$ cat src/hdl/kbg_pkg.sv
`timescale 1ns / 1ps
// ----------------------------------------------------------------------------
// kbg_pkg
// shared types and constants of the k-mer bias geometric-mean stream
// ----------------------------------------------------------------------------
package kbg_pkg;

    localparam logic       OP_WRITE  = 1'b0;
    localparam logic       OP_BASE   = 1'b1;
    localparam logic [2:0] BASE_NONE = 3'd4;
    localparam logic [31:0] ONE_Q16  = 32'd65536;

    typedef struct packed {
        logic        op;
        logic [2:0]  base_code;
        logic        seq_last;
        logic [19:0] entry_index;
        logic [31:0] entry_value;
    } t_in_item;

    typedef struct packed {
        logic [31:0] position;
        logic [31:0] bias_value;
        logic        run_last;
    } t_out_item;

    typedef struct packed {
        logic     valid;
        t_in_item item;
    } t_qhead;

    typedef enum logic [2:0] {
        ST_CLEAR,
        ST_IDLE,
        ST_EVAL,
        ST_RDF,
        ST_RDR,
        ST_MUL,
        ST_SQRT,
        ST_OUT
    } t_state;

endpackage

$ cat src/hdl/kbg_front.sv
`timescale 1ns / 1ps
// ----------------------------------------------------------------------------
// kbg_front
// input acceptance and two-entry queue towards the back end
// ----------------------------------------------------------------------------
module kbg_front (
    input  logic              i_clk,
    input  logic              i_rst_n,
    input  logic              i_valid,
    output logic              o_ready,
    input  kbg_pkg::t_in_item i_data,
    input  logic              i_init_done,
    input  logic              i_pop,
    output kbg_pkg::t_qhead   o_head
);

    kbg_pkg::t_in_item r_mem [2];
    logic              r_wp;
    logic              r_rp;
    logic [1:0]        r_cnt;
    logic              push;
    logic              pop;

    assign o_ready = i_init_done && (r_cnt != 2'd2);
    assign push    = i_valid && o_ready;
    assign pop     = i_pop && (r_cnt != 2'd0);

    always_ff @(posedge i_clk) begin
        if (!i_rst_n) begin
            r_wp  <= 1'b0;
            r_rp  <= 1'b0;
            r_cnt <= 2'd0;
        end else begin
            if (push) begin
                r_wp <= ~r_wp;
            end
            if (pop) begin
                r_rp <= ~r_rp;
            end
            r_cnt <= r_cnt + {1'b0, push} - {1'b0, pop};
        end
    end

    always_ff @(posedge i_clk) begin
        if (push) begin
            r_mem[r_wp] <= i_data;
        end
    end

    assign o_head.valid = (r_cnt != 2'd0);
    assign o_head.item  = r_mem[r_rp];

endmodule

$ cat config.mk
export PLATFORM = sky130hd
export DESIGN_NAME = kbg_front
export DESIGN_NICKNAME = d
export VERILOG_FILES = /design/src/hdl/kbg_pkg.sv /design/src/hdl/kbg_front.sv
export SDC_FILE = /design/constraint.sdc
export NUM_CORES = 1
export LEC_CHECK = 0
export BUFFER_PORTS_ARGS = -buffer_cell sky130_fd_sc_hd__buf_2
export CORE_MARGIN = 2
export CORE_UTILIZATION = 56
export CTS_CLUSTER_DIAMETER = 50
export DETAILED_ROUTE_END_ITERATION = 12
export PLACE_DENSITY = 0.86
export SYNTH_ARGS = -nofsm -noshare
export SYNTH_HDL_FRONTEND = slang
export SYNTH_SLANG_ARGS = --single-unit
$ cat constraint.sdc
create_clock -name i_clk -period 9.1 [get_ports i_clk]
set_clock_uncertainty 0.05 [all_clocks]
set_input_delay 0 -clock i_clk [delete_from_list [all_inputs] [get_ports i_clk]]
set_output_delay 0 -clock i_clk [all_outputs]
set_load 0.005 [all_outputs]
==> results.toml, run 1 <==
[power]
combPwrFrac_pct = 16.2
power_density_nw_per_um2 = 259.4
p_int_w = 0.001290
p_switching_w = 0.0003747
p_total_w = 0.001665
p_leak_nw = 2.514
power_frac_seq_pct = 41.9
p_sw_share_pct = 22.51
ir_worst_vdd_uv = 213.5
clkPwrFrac_pct = 41.9

[detailed_routing]
avgRoutedWirePerCell_um = 17.72
detail-route-antenna-nets = 0
via_per_inst = 4.982
vias = 2561
post-route-drc-count = 0
drt_first_pass_iters = 4
drt-initial-drc-count = 119
routed_wl_um = 9110

[synthesis]
yosys.area_share.xor_xnor_pct = 0.5871
synth_top_area_share_pct = 76.49
ys_types = 20
synth_edf_count = 114
muxShareOfSynthArea_pct = 17.08
async_reset_ff_share_pct = 0
synth_top_family_by_area = "multiplexers"
synthFlopType = "edfxtp_1"
synth_nets = 266
ys_ff_latch = 119
yosys.area.top_type = "edfxtp_1"
yosysWarnings = 0
yosysSeqAreaShare_pct = 78.73
yosys.area_share.adder_pct = 0.5591
synth_cells = 202
syn-cell-area_um2 = 4476
synth.avg_cell_area_um2 = 22.16
synth-simple-area-share_pct = 1.566
synth_compound_area_share_pct = 0.1677
yosys-top-cells-area = "edfxtp_1, mux2_4, mux2_2"

[outcome]
status = "completed"

[placed_design]
dp_slack_ps = 6853
gp_congestion = 0.7051
io_buffers = 120
dp_cells = 420
dp_hpwl_um = 4733

[job]
maxCapViolCount = 0

[sta]
fin_ws_ps = 6852
slew_violations = 0
hold_viol_final = 0
max_freq_ghz = 0.4448
tightest_slew_ps = 918.3
rsz0062_at_grt = "false"
finalCritPeriodShare_pct = 24.71
maxSlewHeadroom_pct = 38.78
period_minus_slack_ps = 2248
setup_tns_ps = 0
setup_viol = 0

[clocking]
clock_path_buffers = 2
cts_buffers = 17
cts.root.buffer_cell = "clkbuf_8"
ctsHtreeMaxLevel = 4
cts_tree = "yes"
clk_pin_slew_worst_paths_ps = 60
clock_latency_ps = 500
ctsResizeCount = 0
cts_sinks = 119

[critical_path]
path_max_fanout = 36
critical_path_class = "reg2reg"
rr_worst_depth = 4
worstPathRequired_ps = 9190
endpoint_kind = "flop"
worst_setup_path_start_kind = "flop"
arrival_ps = 2340

[global_routing]
antenna_found_initial = 0
grtUsageTotal_pct = 21.89
grt_max_degree = 58
grt_pass1_wl_um = 13580
overflow = 0
grt_pass1_vias = 2728

[min_path]
hp-class = "in2reg"
worstHoldPathCells = 3

[layout]
layout_common_cells = "buf_2, edfxtp_1, dlygate4sd3_1"
diodes = 0
syn_to_final_growth_pct = 43.44
drive_above_1_share_pct = 51.70
nNetsFinal = 463
layout_commonest_cell = "buf_2"
final_cells = 514

[floorplan]
core.rowCount = 32
die_w_um = 93.40
pin_count = 121
die_h_um = 93.40
coreArea_um2 = 7727
die-area_um2 = 8724
start_util_pct = 57.92
## final timing paths
kind / start / end / slack, ps
hold reg to reg: r_rp / flop / 500
setup / recovery: r_cnt[0] / r_mem[0][3] / 6850
hold / removal: i_valid / r_mem[0][14] / 120
setup reg to reg: r_cnt[0] / r_mem[0][3] / 6850
## registers in the layout (all words and copies together) (netlist names), named ones only
register  flops
r_cnt         2
r_mem       114
r_rp          1
r_wp          1
## layout make-up
type / count / area (µm²)
clock buffers: 18 / 417.9
clock inverters: 14 / 205.2
inverters: 1 / 3.754
flip-flops and latches: 119 / 3527
fillers: 352 / 1308
repair buffers: 184 / 1236
multi-input cells: 76 / 902.1
well taps: 102 / 127.6
## routing by layer
metal	track usage, %	vias to the layer above	wire length [µm]
met3	7.816	4	535
met5	0	-	0
met1	24.08	1267	3535
met4	6.495	0	26
met2	39.63	97	5012
li1	-	1193	-
## power groups by stage
stage | registers [W] | clock network (W) | logic, W
floorplan | 0.000669 | 0 | 0.000187
global placement | 0.000704 | 0 | 0.000237
detailed placement | 0.000707 | 0 | 0.000241
CTS | 0.000696 | 0.000701 | 0.000265
global route | 0.000704 | 0.000729 | 0.000291
finish | 0.000697 | 0.000698 | 0.000270
## what timing repair did
item | in CTS | in global routing
endpoints found under the hold margin | 119 | 0
setup buffers | 0 | 0
hold buffers | 62 | 0
## worst max-delay path: stages, from the launching register on
cell	delay (ps)
dfxtp_1	370
nand2b_1	150
nand3_1	190
nor2_4	570
buf_4	550
## cell usage after synthesis (all sizes together) (2+ instances only)
library cell	instances
edfxtp	114
mux2	57
buf	6
dfxtp	5
and2	3
xnor2	3
ha	2
nand2b	2
## cells by family after synthesis
logic type	Yosys count
AO/OA/AOI/OAI	1
multiplexers	58
flip-flops	119
buffers and inverters	7
XOR/XNOR	3
AND/OR/NAND/NOR	12
adder cells (fa/ha/maj)	2
## through the flow
step	cell area, µm²	hold WS [ps]	utilization, %
floorplan	4476	48.87	-
global placement	5176	139.2	66.99
detailed placement	5176	140.7	66.99
CTS	6420	104.5	83.08
global route	6420	133.6	83.08
finish	6420	118.4	83.08
No activity file was read; power rests on OpenSTA's default activity.
==> inputs of run 2 (changes only) <==
--- a/config.mk
+++ b/config.mk
@@ -5,12 +5,13 @@
 export SDC_FILE = /design/constraint.sdc
 export NUM_CORES = 1
 export LEC_CHECK = 0
+export ABC_AREA = 1
 export BUFFER_PORTS_ARGS = -buffer_cell sky130_fd_sc_hd__buf_2
 export CORE_MARGIN = 2
-export CORE_UTILIZATION = 56
+export CORE_UTILIZATION = 52
 export CTS_CLUSTER_DIAMETER = 50
 export DETAILED_ROUTE_END_ITERATION = 12
-export PLACE_DENSITY = 0.86
+export PLACE_DENSITY = 0.81
 export SYNTH_ARGS = -nofsm -noshare
 export SYNTH_HDL_FRONTEND = slang
 export SYNTH_SLANG_ARGS = --single-unit
==> constraint.sdc (replaced) <==
create_clock -name i_clk -period 2.31 [get_ports i_clk]
set_clock_uncertainty 0.05 [all_clocks]
set_input_delay 0 -clock i_clk [delete_from_list [all_inputs] [get_ports i_clk]]
set_output_delay 0 -clock i_clk [all_outputs]
set_load 0.005 [all_outputs]
==> results.toml, run 2 <==
[clocking]
clock_latency_ps = 500
post_cts_buffers = 0
cts_tree = "yes"
clock_path_buffers = 2
clk_pin_slew_worst_paths_ps = 60
ctsHtreeMaxLevel = 4
cts_buffers = 17
cts_sinks = 119
cts.root.buffer_cell = "clkbuf_8"

[critical_path]
critPathLaunch = "r_cnt[0]"
path_max_fanout = 3
cpPeakStageDelay_ps = 620
arrival_ps = 2430
slowest_stage = "dlygate4sd3_1"
worstPathRequired_ps = 2640
worst_setup_path_start_kind = "flop"
critical_path_class = "reg2reg"
r2r_start = "r_cnt[0]"
path_cells = "inv_1 -> nand2_1 -> nand4_1 -> dlygate4sd3_1 -> nand2_1 -> nor2_1 -> dlygate4sd3_1"
endpoint_kind = "flop"
path_buf_inv = 3
crit_family = "buffers and inverters"

[job]
maxCapViolCount = 0

[synthesis]
synth_cells = 215
yosysMostFrequentCell = "edfxtp_1"
yosys.area_share.xor_xnor_pct = 0
yosysSeqAreaShare_pct = 78.48
ys_types = 15
syn-cell-area_um2 = 4489
synth_top_family_by_area = "multiplexers"
synth.avg_cell_area_um2 = 20.88
yosys.area_share.adder_pct = 0.5574
synth_nets = 279
synthFlopType = "edfxtp_1"
synth_edf_count = 114
synthTopCellsByCount = "edfxtp_1, mux2_4, mux2_2"
muxShareOfSynthArea_pct = 16.81
synth-simple-area-share_pct = 1.728
synth_compound_area_share_pct = 0.4459
yosys.area.top_type = "edfxtp_1"
synth_top_area_share_pct = 76.25
yosys-top-cells-area = "edfxtp_1, mux2_4, mux2_2"
ys_ff_latch = 119
yosysWarnings = 0
async_reset_ff_share_pct = 0

[layout]
nNetsFinal = 480
layout_common_cells = "buf_2, edfxtp_1, dlygate4sd3_1"
largest_reg_flops = 114
layout_commonest_cell = "buf_2"
syn_to_final_growth_pct = 44.84
drive_above_1_share_pct = 49.88
regMostFlops = "r_mem"
diodes = 0
final_util_pct = 78.35
reg_top3 = "r_mem (114), r_cnt (2)"

[power]
clkPwrFrac_pct = 42.9
combPwrFrac_pct = 17.2
power_density_nw_per_um2 = 1021
p_total_w = 0.006638
p_leak_nw = 2.577
p_sw_share_pct = 22.08
p_int_w = 0.005172
ir_worst_vdd_uv = 719.4
p_switching_w = 0.001465
power_frac_seq_pct = 39.9

[detailed_routing]
drt_first_pass_iters = 5
vias = 2600
detail-route-antenna-nets = 0
post-route-drc-count = 0
via_per_inst = 4.869
drt-initial-drc-count = 69
avgRoutedWirePerCell_um = 16.38
routed_wl_um = 8747

[placed_design]
dp_hpwl_um = 5120
io_buffers = 120
gp_congestion = 0.7327

[sta]
finalCritPeriodShare_pct = 90.85
rsz0062_at_grt = "false"
tightest_slew_ps = 443.9
hold_viol_final = 0
slew_violations = 0
period_minus_slack_ps = 2099
maxSlewHeadroom_pct = 70.40
setup_tns_ps = 0
setup_viol = 0
max_freq_ghz = 0.4765

[global_routing]
grt_pass1_wl_um = 13660
grt_max_degree = 33
antenna_found_initial = 0
grtUsageTotal_pct = 19.02
grt_pass1_vias = 2889
overflow = 0

[floorplan]
pin_count = 121
die_h_um = 96.92
start_util_pct = 54.09
die-area_um2 = 9393
coreArea_um2 = 8299
core.rowCount = 33
die_w_um = 96.92

[outcome]
status = "completed"

[min_path]
min_from = "i_data[25]"
hp-class = "in2reg"
[run 2: cell types whose count changed after synthesis, moves of 2 or more]
cell,before,now
xnor2_1,3,0
inv_1,1,9
nand2b_1,2,0
nand2_1,1,9
nor2_1,1,6
and2_1,3,0
nand3_1,1,3
[run 2: cell families (layout without fill, tap and decap cells)]
logic type,Yosys count,after routing
simple gates,19,19
flops,119,119
buf+inv,15,229
fa+ha+maj,2,2
mux,57,57
compound gates,3,3
[run 2: cell type report]
type | instances | area (µm²)
Clock buffer | 18 | 417.9
Clock inverter | 14 | 229.0
Fill cell | 467 | 1797
Inverter | 9 | 33.78
Multi-Input combinational cell | 81 | 884.6
Sequential cell | 119 | 3527
Tap cell | 105 | 131.4
Timing Repair Buffer | 188 | 1279
[run 2: power groups by stage]
stage                     logic [W]  registers [W]  clock network, W
final                       0.00114        0.00265           0.00285
after global routing        0.00124        0.00267           0.00298
after CTS                   0.00114        0.00265           0.00289
after detailed placement    0.00105        0.00270                 0
after global placement      0.00103        0.00268                 0
after floorplan            0.000704        0.00264                 0
[run 2: worst paths after layout]
path | endpoint | slack [ps] | depth (start not counted)
worst max register to register | r_wp | 210 | 7
worst max-delay path | r_wp | 210 | 7
worst min register to register | flop | 430 | 2
worst min-delay path | r_mem[1][25] | 170 | 2
[run 2: routing by layer]
layer  GRT usage [%]  vias to the layer above  part of all wire [%]
li1                -                     1235                     -
met2           33.97                       90                    53
met1           21.40                     1262                    41
met5               0                        -                     0
met4           7.584                        0                   1.2
met3           5.491                       13                   4.7
[run 2: repair_timing]
| item | CTS | global route |
|---|---|---|
| resized for setup | 0 | 0 |
| hold buffers | 62 | 0 |
| hold endpoints to repair | 119 | 0 |
[run 2: per-stage QoR]
step / area [µm²] / hold slack, ps / cells / setup slack (ps)
4_1_cts: 6502 / 138.5 / 534 / 254.6
3_3_place_gp: 5235 / 137.0 / 440 / 718.4
3_5_place_dp: 5235 / 141.7 / 440 / 596.9
2_1_floorplan: 4497 / 43.45 / 215 / 170.6
5_1_grt: 6502 / 158.0 / 534 / 113.3
6_report: 6502 / 173.0 / 534 / 211.3
==> inputs of run 3 (changes only) <==
--- a/config.mk
+++ b/config.mk
@@ -6,7 +6,7 @@
 export NUM_CORES = 1
 export LEC_CHECK = 0
 export ABC_AREA = 1
-export BUFFER_PORTS_ARGS = -buffer_cell sky130_fd_sc_hd__buf_2
+export BUFFER_PORTS_ARGS = -buffer_cell sky130_fd_sc_hd__buf_4
 export CORE_MARGIN = 2
 export CORE_UTILIZATION = 52
 export CTS_CLUSTER_DIAMETER = 50
==> results.toml, run 3 (synthesized netlist as in run 2, its figures left out) <==
[clocking]
cts.root.buffer_cell = "clkbuf_8"
clk_pin_slew_worst_paths_ps = 60
cts_buffers = 17
clock_latency_ps = 490
ctsHtreeMaxLevel = 4
cts_tree = "yes"
clock_path_buffers = 2
ctsResizeCount = 0
cts_sinks = 119

[placed_design]
dp_slack_ps = 584.5
io_buffers = 120
gp_congestion = 0.7876
dp_hpwl_um = 5128
dp_cells = 440

[critical_path]
arrival_ps = 2400
worstPathRequired_ps = 2630
critical_path_class = "reg2reg"
cpPeakStageDelay_ps = 580
path_cells = "inv_1 -> nand2_1 -> nand4_1 -> dlygate4sd3_1 -> nand2_1 -> nor2_1 -> dlygate4sd3_1"
path_max_fanout = 3
endpoint_kind = "flop"
worst_setup_path_start_kind = "flop"
slowest_stage = "dlygate4sd3_1"

[min_path]
hp-class = "in2reg"

[sta]
hold_viol_final = 0
maxSlewHeadroom_pct = 71.23
setup_tns_ps = 0
max_freq_ghz = 0.4809
slew_violations = 0
tightest_slew_ps = 431.6
period_minus_slack_ps = 2080
finalCritPeriodShare_pct = 90.03
setup_viol = 0
fin_ws_ps = 230.4
rsz0062_at_grt = "false"

[floorplan]
core.rowCount = 33
start_util_pct = 54.09
pin_count = 121
die_h_um = 96.92
die_w_um = 96.92
die-area_um2 = 9393
coreArea_um2 = 8299

[layout]
diodes = 0
largest_reg_flops = 114
drive_above_1_share_pct = 49.88
final_cells = 534
final_util_pct = 80.82
regMostFlops = "r_mem"
reg_top3 = "r_mem (114), r_cnt (2)"
nNetsFinal = 480
layout_common_cells = "buf_4, edfxtp_1, dlygate4sd3_1"
layout_commonest_cell = "buf_4"
syn_to_final_growth_pct = 49.41

[global_routing]
grt_pass1_wl_um = 13830
grt_max_degree = 34
antenna_found_initial = 0
overflow = 0
grtUsageTotal_pct = 19.41
grt_pass1_vias = 2785

[power]
power_density_nw_per_um2 = 948.7
p_total_w = 0.006363
ir_worst_vdd_uv = 684.4
p_leak_nw = 2.632

[detailed_routing]
detail-route-antenna-nets = 0
via_per_inst = 4.897
vias = 2615
drt_first_pass_iters = 5
routed_wl_um = 9067
drt-initial-drc-count = 164
avgRoutedWirePerCell_um = 16.98
post-route-drc-count = 0

[job]
maxCapViolCount = 0

[outcome]
status = "completed"
[run 3: cell types whose count changed in the layout (fill, tap and decap cells not counted)]
cell	delta
clkinvlp_4	+2
buf_4	+120
bufinv_16	-4
clkinv_2	+2
buf_2	-120
[run 3: layer usage]
layer  vias up  GRT usage (%)  share of wire, %
met5         -              0                 0
met4         0          6.609              0.78
met3         6          5.564               5.6
met2       108          35.74                55
met1      1267          21.38                38
li1       1234              -                 -
[run 3: power by group]
group          internal, W  total, W  switching, W
Combinational     0.000808   0.00133      0.000522
Clock              0.00152   0.00237      0.000851
Sequential         0.00256   0.00266      0.000104
[run 3: area by class of cell]
| cell class | instances | area [µm²] |
|---|---|---|
| fillers | 405 | 1592 |
| clock buffers | 18 | 417.9 |
| clock inverters | 14 | 133.9 |
| well taps | 105 | 131.4 |
| inverters | 9 | 33.78 |
| multi-input cells | 81 | 884.6 |
| repair buffers | 188 | 1579 |
| flip-flops and latches | 119 | 3527 |
[run 3: timing repair]
| action | CTS | global route |
|---|---|---|
| hold buffers | 62 | 0 |
| buffers inserted | 0 | 0 |
| endpoints found under the hold margin | 119 | 0 |
[run 3: through the flow]
stage                     area, µm²  hold slack (ps)
final                          6708            181.2
after global routing           6708            171.0
after CTS                      6708            157.8
after detailed placement       5535            137.8
after global placement         5535            134.6
after floorplan                4497            43.45
[run 3: final timing paths]
check         startpoint           end  slack [ps]  depth (start not counted)
max reg2reg     r_cnt[0]          r_wp         230                          7
min reg2reg         r_rp          r_rp         480                          2
min          i_init_done  r_mem[1][20]         180                          4
max             r_cnt[0]          r_wp         230                          7
[run 3: critical path, delay by kind of cell, from the launching register on]
kind,cells,cell delay [ps]
buffers and inverters,3,1220
and+or+nand+nor,4,330
DFF,1,370
